**src/design/pms_pkg.sv**
```systemverilog
// Shared constants for the parking maneuver sequencer: opcodes, phases, commands, registers.
package pms_pkg;

  // Opcode carried on in_tuser
  localparam logic [1:0] OP_UPDATE  = 2'd0;
  localparam logic [1:0] OP_RESTART = 2'd1;
  localparam logic [1:0] OP_STOP    = 2'd2;

  // Sequence phases
  localparam logic [1:0] PH_SEARCH = 2'd0;
  localparam logic [1:0] PH_EXEC   = 2'd1;
  localparam logic [1:0] PH_DONE   = 2'd2;

  // Maneuver steps inside the execute phase
  localparam logic STEP_TO_EDGE = 1'b0;
  localparam logic STEP_TURN    = 1'b1;

  // Steering and speed command codes
  localparam int unsigned CMD_W = 7;
  localparam logic [CMD_W-1:0] CMD_NEUTRAL   = 7'd50;
  localparam logic [CMD_W-1:0] CMD_RIGHT     = 7'd64;
  localparam logic [CMD_W-1:0] CMD_STOP      = 7'd50;
  localparam logic [CMD_W-1:0] CMD_FORWARD   = 7'd70;
  localparam logic [CMD_W-1:0] CMD_REVERSE   = 7'd35;
  localparam logic [CMD_W-1:0] CMD_REV_SLOW  = 7'd45;

  // Configuration register indexes
  localparam int unsigned CFG_IDX_W = 3;
  localparam logic [CFG_IDX_W-1:0] REG_WALL_MARGIN  = 3'd0;
  localparam logic [CFG_IDX_W-1:0] REG_MIN_GAP      = 3'd1;
  localparam logic [CFG_IDX_W-1:0] REG_REAR_STOP    = 3'd2;
  localparam logic [CFG_IDX_W-1:0] REG_TURN_TICKS   = 3'd3;
  localparam logic [CFG_IDX_W-1:0] REG_STALE_LIMIT  = 3'd4;

  // Register reset values
  localparam logic [15:0] WALL_MARGIN_RST = 16'd100;
  localparam logic [31:0] MIN_GAP_RST     = 32'd300000;
  localparam logic [15:0] REAR_STOP_RST   = 16'd100;
  localparam logic [7:0]  TURN_TICKS_RST  = 8'd30;
  localparam logic [31:0] STALE_LIMIT_RST = 32'd100000;

  // Field widths
  localparam int unsigned DIST_W  = 16;
  localparam int unsigned CFG_W   = 32;
  localparam int unsigned TICK_W  = 8;
  localparam int unsigned OUT_W   = 24;

endpackage

```
**src/design/parking_maneuver_sequencer_unit.sv**
```systemverilog
// Parking maneuver sequencer: stream in control updates, stream out drive commands.
//
//  channel  | direction | payload                                     | handshake
//  ---------+-----------+---------------------------------------------+----------------------
//  in_      | slave     | tuser opcode, tdata sensors/stamps/time/ack  | in_tvalid/in_tready
//  out_     | master    | tdata steer/speed/status flags               | out_tvalid/out_tready
//  cfg_     | slave     | cfg_index register number, cfg_data value    | cfg_valid/cfg_ready
//
// One transaction per cycle sustained unless out_tready stalls. Path: an input register,
// then one pass of compares and 48-bit subtracts into the result register.
// rst_n is synchronous, active low; it clears sequence state and loads the
// register defaults. A stalled output register holds the input stage, which
// still takes a transaction when the result stage frees in that same cycle.
// cfg_ready is always high.
module parking_maneuver_sequencer_unit
  import pms_pkg::*;
#(
  parameter int unsigned TIME_BITS = 48,
  // in_tdata: four time fields, two distances and the ack, rounded up to bytes
  localparam int unsigned IN_BITS = 4 * TIME_BITS + 2 * DIST_W + 1,
  localparam int unsigned IN_W    = ((IN_BITS + 7) / 8) * 8
) (
  input  logic                  clk,
  input  logic                  rst_n,
  // input stream
  input  logic                  in_tvalid,
  output logic                  in_tready,
  // tdata, low bit up: now_us, left_mm, left_stamp_us, right_stamp_us, rear_mm,
  // rear_stamp_us, done_ack, zero fill
  input  logic [IN_W-1:0]       in_tdata,
  // tuser: opcode
  input  logic [1:0]            in_tuser,
  // result stream
  output logic                  out_tvalid,
  input  logic                  out_tready,
  // tdata, low bit up: steer_cmd, speed_cmd, updated, parking_done, active,
  // rear_warn, zero fill
  output logic [OUT_W-1:0]      out_tdata,
  // configuration writes
  input  logic                  cfg_valid,
  output logic                  cfg_ready,
  input  logic [CFG_IDX_W-1:0]  cfg_index,
  input  logic [CFG_W-1:0]      cfg_data
);

  localparam int unsigned TB       = TIME_BITS;
  // field offsets inside in_tdata
  localparam int unsigned O_NOW    = 0;
  localparam int unsigned O_LEFT   = O_NOW + TB;
  localparam int unsigned O_LST    = O_LEFT + DIST_W;
  localparam int unsigned O_RST    = O_LST + TB;
  localparam int unsigned O_REAR   = O_RST + TB;
  localparam int unsigned O_BST    = O_REAR + DIST_W;
  localparam int unsigned O_ACK    = O_BST + TB;

  // configuration registers
  logic [DIST_W-1:0] wall_margin_r;
  logic [CFG_W-1:0]  min_gap_r;
  logic [DIST_W-1:0] rear_stop_r;
  logic [TICK_W-1:0] turn_ticks_r;
  logic [CFG_W-1:0]  stale_limit_r;

  assign cfg_ready = 1'b1;

  always_ff @(posedge clk) begin
    if (!rst_n) begin
      wall_margin_r <= WALL_MARGIN_RST;
      min_gap_r     <= MIN_GAP_RST;
      rear_stop_r   <= REAR_STOP_RST;
      turn_ticks_r  <= TURN_TICKS_RST;
      stale_limit_r <= STALE_LIMIT_RST;
    end else if (cfg_valid && cfg_ready) begin
      unique case (cfg_index)
        REG_WALL_MARGIN: wall_margin_r <= cfg_data[DIST_W-1:0];
        REG_MIN_GAP:     min_gap_r     <= cfg_data;
        REG_REAR_STOP:   rear_stop_r   <= cfg_data[DIST_W-1:0];
        REG_TURN_TICKS:  turn_ticks_r  <= cfg_data[TICK_W-1:0];
        REG_STALE_LIMIT: stale_limit_r <= cfg_data;
        default: ;  // writes past the register list are dropped
      endcase
    end
  end

  // ---------------- pipeline control ----------------
  logic            s1_valid_r;
  logic [IN_W-1:0] s1_data_r;
  logic [1:0]      s1_op_r;
  logic            out_valid_r;
  logic [OUT_W-1:0] out_data_r;
  logic            advance;

  // stage 1 moves into the result register when that register is empty or leaving
  assign advance   = s1_valid_r && (!out_valid_r || out_tready);
  assign in_tready = !s1_valid_r || advance;

  always_ff @(posedge clk) begin
    if (!rst_n) begin
      s1_valid_r <= 1'b0;
    end else if (in_tready) begin
      s1_valid_r <= in_tvalid;
    end
  end

  always_ff @(posedge clk) begin
    if (in_tready && in_tvalid) begin
      s1_data_r <= in_tdata;
      s1_op_r   <= in_tuser;
    end
  end

  // ---------------- field unpack ----------------
  logic [TB-1:0]     now_us, lst_us, rst_us, bst_us;
  logic [DIST_W-1:0] left_mm, rear_mm;
  logic              done_ack;

  assign now_us   = s1_data_r[O_NOW +: TB];
  assign left_mm  = s1_data_r[O_LEFT +: DIST_W];
  assign lst_us   = s1_data_r[O_LST +: TB];
  assign rst_us   = s1_data_r[O_RST +: TB];
  assign rear_mm  = s1_data_r[O_REAR +: DIST_W];
  assign bst_us   = s1_data_r[O_BST +: TB];
  assign done_ack = s1_data_r[O_ACK];

  // ---------------- sequence state ----------------
  logic [1:0]        phase_r, phase_nxt;
  logic              step_r, step_nxt;
  logic              gap_open_r, gap_open_nxt;
  logic [DIST_W-1:0] wall_min_r, wall_min_nxt;
  logic              wall_min_valid_r, wall_min_valid_nxt;
  logic [TB-1:0]     gap_start_r, gap_start_nxt;
  logic [TB-1:0]     gap_len_r, gap_len_nxt;
  logic [TICK_W-1:0] turn_count_r, turn_count_nxt;
  logic [CMD_W-1:0]  steer_r, steer_nxt;
  logic [CMD_W-1:0]  speed_r, speed_nxt;
  logic              done_r, done_nxt;
  logic              active_r, active_nxt;
  logic              updated, warn;

  // sensor freshness: wrapped age against the limit
  logic [TB-1:0] age_l, age_r, age_b;
  logic          fresh;
  assign age_l = now_us - lst_us;
  assign age_r = now_us - rst_us;
  assign age_b = now_us - bst_us;
  assign fresh = (age_l <= TB'(stale_limit_r)) && (age_r <= TB'(stale_limit_r)) &&
                 (age_b <= TB'(stale_limit_r));

  // wall tracking: first reading seeds the minimum and counts as wall
  logic [DIST_W-1:0] min_upd;
  logic [DIST_W:0]   wall_thr;
  logic              seen;
  assign min_upd  = !wall_min_valid_r ? left_mm :
                    (left_mm < wall_min_r) ? left_mm : wall_min_r;
  assign wall_thr = {1'b0, min_upd} + {1'b0, wall_margin_r};
  assign seen     = wall_min_valid_r && ({1'b0, left_mm} > wall_thr);

  logic [TICK_W-1:0] tc_step;
  logic [TB-1:0]     len_calc;

  always_comb begin
    phase_nxt          = phase_r;
    step_nxt           = step_r;
    gap_open_nxt       = gap_open_r;
    wall_min_nxt       = wall_min_r;
    wall_min_valid_nxt = wall_min_valid_r;
    gap_start_nxt      = gap_start_r;
    gap_len_nxt        = gap_len_r;
    turn_count_nxt     = turn_count_r;
    steer_nxt          = steer_r;
    speed_nxt          = speed_r;
    done_nxt           = done_r;
    active_nxt         = active_r;
    updated            = 1'b0;
    warn               = 1'b0;
    tc_step            = turn_count_r;
    len_calc           = (now_us < gap_start_r) ? '0 : now_us - gap_start_r;

    if (s1_op_r == OP_RESTART || s1_op_r == OP_STOP) begin
      phase_nxt          = PH_SEARCH;
      step_nxt           = STEP_TO_EDGE;
      gap_open_nxt       = 1'b0;
      wall_min_nxt       = '0;
      wall_min_valid_nxt = 1'b0;
      gap_start_nxt      = '0;
      gap_len_nxt        = '0;
      turn_count_nxt     = '0;
      steer_nxt          = CMD_NEUTRAL;
      speed_nxt          = CMD_STOP;
      done_nxt           = 1'b0;
      active_nxt         = (s1_op_r == OP_RESTART);
    end else if (s1_op_r == OP_UPDATE && fresh) begin
      updated = 1'b1;
      unique case (phase_r)
        PH_SEARCH: begin
          steer_nxt          = CMD_NEUTRAL;
          speed_nxt          = CMD_FORWARD;
          wall_min_nxt       = min_upd;
          wall_min_valid_nxt = 1'b1;
          if (seen != gap_open_r) begin
            if (!gap_open_r) begin
              gap_start_nxt = now_us;
              gap_open_nxt  = 1'b1;
            end else begin
              gap_len_nxt  = len_calc;
              gap_open_nxt = 1'b0;
            end
          end
          if (gap_len_nxt >= TB'(min_gap_r)) begin
            phase_nxt          = PH_EXEC;
            turn_count_nxt     = '0;
            step_nxt           = STEP_TO_EDGE;
            wall_min_valid_nxt = 1'b0;
          end
        end
        PH_EXEC: begin
          if (step_r == STEP_TO_EDGE) begin
            wall_min_nxt       = min_upd;
            wall_min_valid_nxt = 1'b1;
            gap_open_nxt       = seen;
            steer_nxt          = CMD_NEUTRAL;
            if (seen) begin
              speed_nxt = CMD_STOP;
              step_nxt  = STEP_TURN;
            end else begin
              speed_nxt = CMD_REVERSE;
            end
          end else begin
            if (turn_count_r < turn_ticks_r) begin
              steer_nxt = CMD_RIGHT;
              speed_nxt = CMD_REV_SLOW;
              tc_step   = turn_count_r + 1'b1;
            end else begin
              steer_nxt = CMD_NEUTRAL;
              speed_nxt = CMD_REVERSE;
              warn      = 1'b1;
            end
            turn_count_nxt = tc_step;
            if (tc_step >= turn_ticks_r && rear_mm <= rear_stop_r) begin
              steer_nxt = CMD_NEUTRAL;
              speed_nxt = CMD_STOP;
              phase_nxt = PH_DONE;
            end
          end
        end
        PH_DONE: begin
          if (done_ack) begin
            active_nxt = 1'b0;
            done_nxt   = 1'b1;
            steer_nxt  = CMD_NEUTRAL;
            speed_nxt  = CMD_STOP;
          end
        end
        default: begin
          steer_nxt = CMD_NEUTRAL;
          speed_nxt = CMD_STOP;
        end
      endcase
    end
  end

  always_ff @(posedge clk) begin
    if (!rst_n) begin
      phase_r          <= PH_SEARCH;
      step_r           <= STEP_TO_EDGE;
      gap_open_r       <= 1'b0;
      wall_min_r       <= '0;
      wall_min_valid_r <= 1'b0;
      gap_start_r      <= '0;
      gap_len_r        <= '0;
      turn_count_r     <= '0;
      steer_r          <= CMD_NEUTRAL;
      speed_r          <= CMD_STOP;
      done_r           <= 1'b0;
      active_r         <= 1'b0;
    end else if (advance) begin
      phase_r          <= phase_nxt;
      step_r           <= step_nxt;
      gap_open_r       <= gap_open_nxt;
      wall_min_r       <= wall_min_nxt;
      wall_min_valid_r <= wall_min_valid_nxt;
      gap_start_r      <= gap_start_nxt;
      gap_len_r        <= gap_len_nxt;
      turn_count_r     <= turn_count_nxt;
      steer_r          <= steer_nxt;
      speed_r          <= speed_nxt;
      done_r           <= done_nxt;
      active_r         <= active_nxt;
    end
  end

  // ---------------- result register ----------------
  always_ff @(posedge clk) begin
    if (!rst_n) begin
      out_valid_r <= 1'b0;
    end else if (advance) begin
      out_valid_r <= 1'b1;
    end else if (out_tready) begin
      out_valid_r <= 1'b0;
    end
  end

  always_ff @(posedge clk) begin
    if (advance) begin
      out_data_r <= {6'd0, warn, active_nxt, done_nxt, updated, speed_nxt, steer_nxt};
    end
  end

  assign out_tvalid = out_valid_r;
  assign out_tdata  = out_data_r;

  // ---------------- checks ----------------
  // finishing clears assist mode, so both flags never show together
  a_done_not_active: assert property (@(posedge clk) disable iff (!rst_n)
    out_tvalid |-> !(out_tdata[15] && out_tdata[16]))
    else $error("parking_done and active both set");

  // rear warning only on a stepped update with the wheels straight
  a_warn_reverse: assert property (@(posedge clk) disable iff (!rst_n)
    (out_tvalid && out_tdata[17]) |-> (out_tdata[14] && out_tdata[6:0] == CMD_NEUTRAL))
    else $error("rear_warn without straight update");

  // a stage-1 transaction that moves always shows up as a result
  a_advance_out: assert property (@(posedge clk) disable iff (!rst_n)
    advance |=> out_tvalid)
    else $error("advanced transaction lost");

  // an empty result stage never blocks the input
  a_ready_free: assert property (@(posedge clk) disable iff (!rst_n)
    !out_valid_r |-> in_tready)
    else $error("input stalled with empty result register");

endmodule

```
**config.mk**
```make
export PLATFORM = sky130hd
export DESIGN_NAME = parking_maneuver_sequencer_unit
export DESIGN_NICKNAME = d
export VERILOG_FILES = /design/src/design/pms_pkg.sv /design/src/design/parking_maneuver_sequencer_unit.sv
export SDC_FILE = /design/constraint.sdc
export NUM_CORES = 1
export LEC_CHECK = 0
export BUFFER_PORTS_ARGS = -buffer_cell sky130_fd_sc_hd__buf_2
export CAP_MARGIN = 20
export CORE_UTILIZATION = 62
export DETAILED_ROUTE_END_ITERATION = 8
export HOLD_SLACK_MARGIN = 0.02
export PLACE_DENSITY_LB_ADDON = 0.1
export SETUP_SLACK_MARGIN = 0.2
export SYNTH_ARGS = -nofsm -noshare
export SYNTH_HDL_FRONTEND = slang
export SYNTH_SLANG_ARGS = --single-unit
```
**constraint.sdc**
```tcl
create_clock -name clk -period 11.8 [get_ports clk]
set_input_delay 2.36 -clock clk [delete_from_list [all_inputs] [get_ports clk]]
set_output_delay 2.36 -clock clk [all_outputs]
set_load 0.01 [all_outputs]
```
==> impl_metrics.py <==
metrics = {
    "timing": {
        "timing.final.crit_share_pct": 89.1,
        "finalSetupTns_ns": 0,
        "hold_viol": 0,
        "finalCriticalPeriod_ns": 10.51,
        "rsz0062_at_grt": "false",
        "slew_viol_final": 0,
        "clock.fmax_mhz": 95.1,
        "max_slew.worst_pin.slew_ns": 1.13,
        "clock_skew_ns": 0.0215,
        "setup_viol": 0,
        "slew_headroom_pct": 24.3,
    },
    "synth": {
        "syn_inst": 4154,
        "synth_seq_area_share_pct": 34.8,
        "ys_seq_elements": 492,
        "syn-mean-instance-area_sq_um": 8.50,
        "synthXorXnorAreaFrac_pct": 4.31,
        "async_flop_share_pct": 0,
        "synth_cell_types": 89,
        "synthesis.area_sq_mm": 0.0353,
        "synth_compound_area_share_pct": 22.7,
        "synth-main-ff-cell": "dfxtp_1",
        "yosys_warnings": 0,
        "yosys.area_share.simple_pct": 17.7,
        "synth-edff-count": 245,
        "synth_top_family_by_area": "compound AO/OA/AOI/OAI gates",
        "synthAdderAreaFrac_pct": 14.5,
        "synthMuxAreaShare_pct": 0.404,
    },
    "global_route": {
        "grt_pass1_wl_microns": 163000,
        "overflow": 0,
        "grt_max_degree": 80,
        "grt_pass1_vias": 30437,
        "grt_use_total_pct": 36.2,
        "antenna_found_initial": 3,
    },
    "cts": {
        "cts_sinks": 492,
        "hold_buffers": 0,
        "cts_inserted_buffers": 52,
        "clockBufferDepth": 3,
        "post_cts_resized": 0,
        "clkTransAtPathRegs_ns": 0.06,
        "cts_setup_buffers": 0,
        "cts_tree": "built",
        "clk_latency_ns": 0.64,
        "htreeDepth": 2,
        "cts_root_buf": "clkbuf_16",
    },
    "pwr": {
        "p_comb_share_pct": 24.9,
        "ir_worst_vdd_v": 0.000120,
        "power.switching_mw": 1.52,
        "p_leak_nw": 16.5,
        "power.internal_mw": 3.27,
        "swShare_pct": 31.7,
        "clkPwrFrac_pct": 35.2,
        "seq_power_share_pct": 39.9,
        "power_density_mw_per_mm2": 122,
    },
    "detailed_routing": {
        "dr.pass1.iters": 9,
        "wl_microns": 107000,
        "wl_met3_microns": 8580,
        "drt_iter0_drc": 2801,
        "highest_layer": "met5",
        "dr_total_vias": 32244,
        "wire_per_inst_microns": 20.6,
        "ant_nets": 0,
        "wl_met1_microns": 44500,
        "dr_wl_met2_microns": 49000,
        "route.detailed.drc": 2,
        "viasPerCell": 6.23,
    },
    "layout": {
        "final_cell_mix": "549 x nand2_1, 418 x a21oi_1, 402 x ha_1, 351 x inv_1, 286 x buf_2",
        "mostFrequentLayoutCell": "nand2_1",
        "fin_nets": 5056,
        "fillers": 4705,
        "postLayoutCoreUtil_pct": 69.3,
        "layout-drive-gt1-share_pct": 10.1,
        "area_growth_pct": 10.6,
    },
    "floorplan": {
        "die_h_microns": 241,
        "start_util_pct": 62.7,
        "rows": 87,
        "die_area_sq_mm": 0.0579,
        "ios": 301,
        "die_width_microns": 241,
        "coreArea_sq_mm": 0.0564,
    },
    "placement": {
        "io_buffer_count": 286,
        "finalWeightedCongestion": 1.04,
        "dp_hpwl_microns": 85100,
    },
    "worst_hold_path": {
        "hold_path.class": "reg2reg",
        "worstHoldPathCells": 2,
        "whs_endpoint": "steer_r[4]$_SDFFE_PN1P_",
        "hold_start": "steer_r[4]$_SDFFE_PN1P_",
    },
    "critical_path": {
        "timing.critical_path.mode_cell": "a21oi_1",
        "cp_max_fo": 22,
        "r2r_end": "turn_count_r[3]$_SDFFE_PN0P_",
        "cp-start-kind": "register",
        "regToRegSetupSlack_ns": 1.29,
        "worstSetupPathType": "reg2reg",
        "crit_path_end_kind": "register",
        "crit_buf_inv": 0,
        "critPathArrivalTime_ns": 11.09,
        "reg2reg_depth": 44,
        "reg2reg_from": "s1_data_r[49]$_DFFE_PP_",
        "slowest_stage": "nor4b_1",
        "max_stage_delay_ns": 0.54,
        "required_ns": 12.37,
        "cpLargestDelayFamily": "compound AO/OA/AOI/OAI gates",
    },
    "status": {
        "violations": "design-rule violations",
        "outcome": "finished, violations left",
    },
    "flow_run": {
        "cap_violations": 0,
    },
}
==> final cells by class <==
type                            instances  area (sq um)  area share (%)
Clock inverter                         27           330           0.845
Timing Repair Buffer                  312          1640            4.21
Tap cell                              756           946            2.42
Clock buffer                           69          1420            3.62
Multi-Input combinational cell       3165         21100            54.0
Inverter                              352          1320            3.38
Sequential cell                       492         12300            31.5
Antenna cell                            2          5.00          0.0128
==> power groups by stage <==
stage	combinational (mW)	clock [mW]	sequential, mW
2_1_floorplan	0.826	0	1.93
3_3_place_gp	1.14	0	1.94
3_5_place_dp	1.16	0	1.94
4_1_cts	1.16	1.70	1.91
5_1_grt	1.31	1.77	1.91
6_report	1.19	1.68	1.91
==> worst max-delay path by stage <==
| stage | startpoint | to | slack (ns) | cells after the start |
|---|---|---|---|---|
| 3_5_place_dp | s1_data_r[49]$_DFFE_PP_ | turn_count_r[5]$_SDFFE_PN0P_ | 1.09 | 45 |
| 3_3_place_gp | s1_data_r[49]$_DFFE_PP_ | turn_count_r[2]$_SDFFE_PN0P_ | 1.25 | 45 |
| 2_1_floorplan | s1_data_r[49]$_DFFE_PP_ | phase_r[0]$_SDFFE_PN0P_ | 2.38 | 51 |
| 5_1_grt | s1_data_r[49]$_DFFE_PP_ | turn_count_r[5]$_SDFFE_PN0P_ | 0.45 | 41 |
| 4_1_cts | s1_data_r[49]$_DFFE_PP_ | turn_count_r[7]$_SDFFE_PN0P_ | 1.01 | 44 |
| 6_report | s1_data_r[49]$_DFFE_PP_ | turn_count_r[3]$_SDFFE_PN0P_ | 1.29 | 44 |
==> synthesized netlist by cell type, drive strengths merged, types with 7 or more instances <==
cell,number,area share (%)
dfxtp,247,14
mux2i,12,0.34
nor3,115,1.7
nor4,37,0.72
a22oi,8,0.17
xor2,71,1.8
o21ai,261,3.7
a221oi,9,0.22
o21bai,41,0.87
and3,29,0.51
and4,14,0.35
nand3,88,1.2
a22o,44,1.1
a21o,142,3.0
nor3b,10,0.21
buf,32,0.57
o21a,40,0.85
nor2,201,2.1
a2111oi,15,0.37
a21boi,24,0.51
nand4,85,1.5
o22ai,9,0.16
a31o,9,0.22
o211ai,50,1.1
edfxtp,245,21
clkbuf,118,1.3
nand2,550,5.8
a211oi,35,0.76
a211o,7,0.17
xnor2,103,2.6
or4,14,0.30
and2,34,0.60
o31ai,19,0.44
o211a,9,0.26
inv,352,3.7
or3,21,0.37
a21oi,418,5.9
or2,17,0.30
a31oi,25,0.44
nor2b,29,0.51
nand2b,26,0.46
ha,402,14
a32oi,18,0.45
==> worst reg2reg max path: cells and delay by family (launching register included) <==
family	cells	cell delay (ns)
compound gates	32	6.93
mux	1	0.38
flops	1	0.45
fa+ha+maj	4	1.12
simple gates	6	1.40
xor+xnor	1	0.18
==> registers in the layout (all words and copies together) (netlist names), 18 cells and up <==
register and flops:
stale_limit_r 32, out_tdata 18, min_gap_r 32, gap_start_r 48
s1_data_r 225, gap_len_r 48
==> metal layers <==
metal  track usage, %  vias to the layer above
met5                0                        -
li1                 -                    15568
met4             15.5                        2
met2             60.5                     1299
met1             46.4                    15103
met3             5.67                      272
==> stage by stage <==
step	area [sq um]	hold slack (ns)	worst slack [ns]	cells	total power [mW]
6_report	39100	0.453	1.29	5175	4.79
2_1_floorplan	35300	0.426	2.38	4159	2.75
5_1_grt	39100	0.468	0.450	5173	5.00
3_3_place_gp	37300	0.435	1.25	5076	3.08
3_5_place_dp	37300	0.441	1.09	5076	3.10
4_1_cts	39000	0.450	1.01	5172	4.78
==> kinds of logic (layout without fill, tap and decap cells) <==
family          Yosys count  in the layout
simple gates           1306           1306
compound gates         1257           1257
buf+inv                 502            760
flops                   492            492
fa+ha+maj               407            407
xor+xnor                174            174
mux                      14             14
other cells               2              9
No activity file was read; power rests on OpenSTA's default activity.
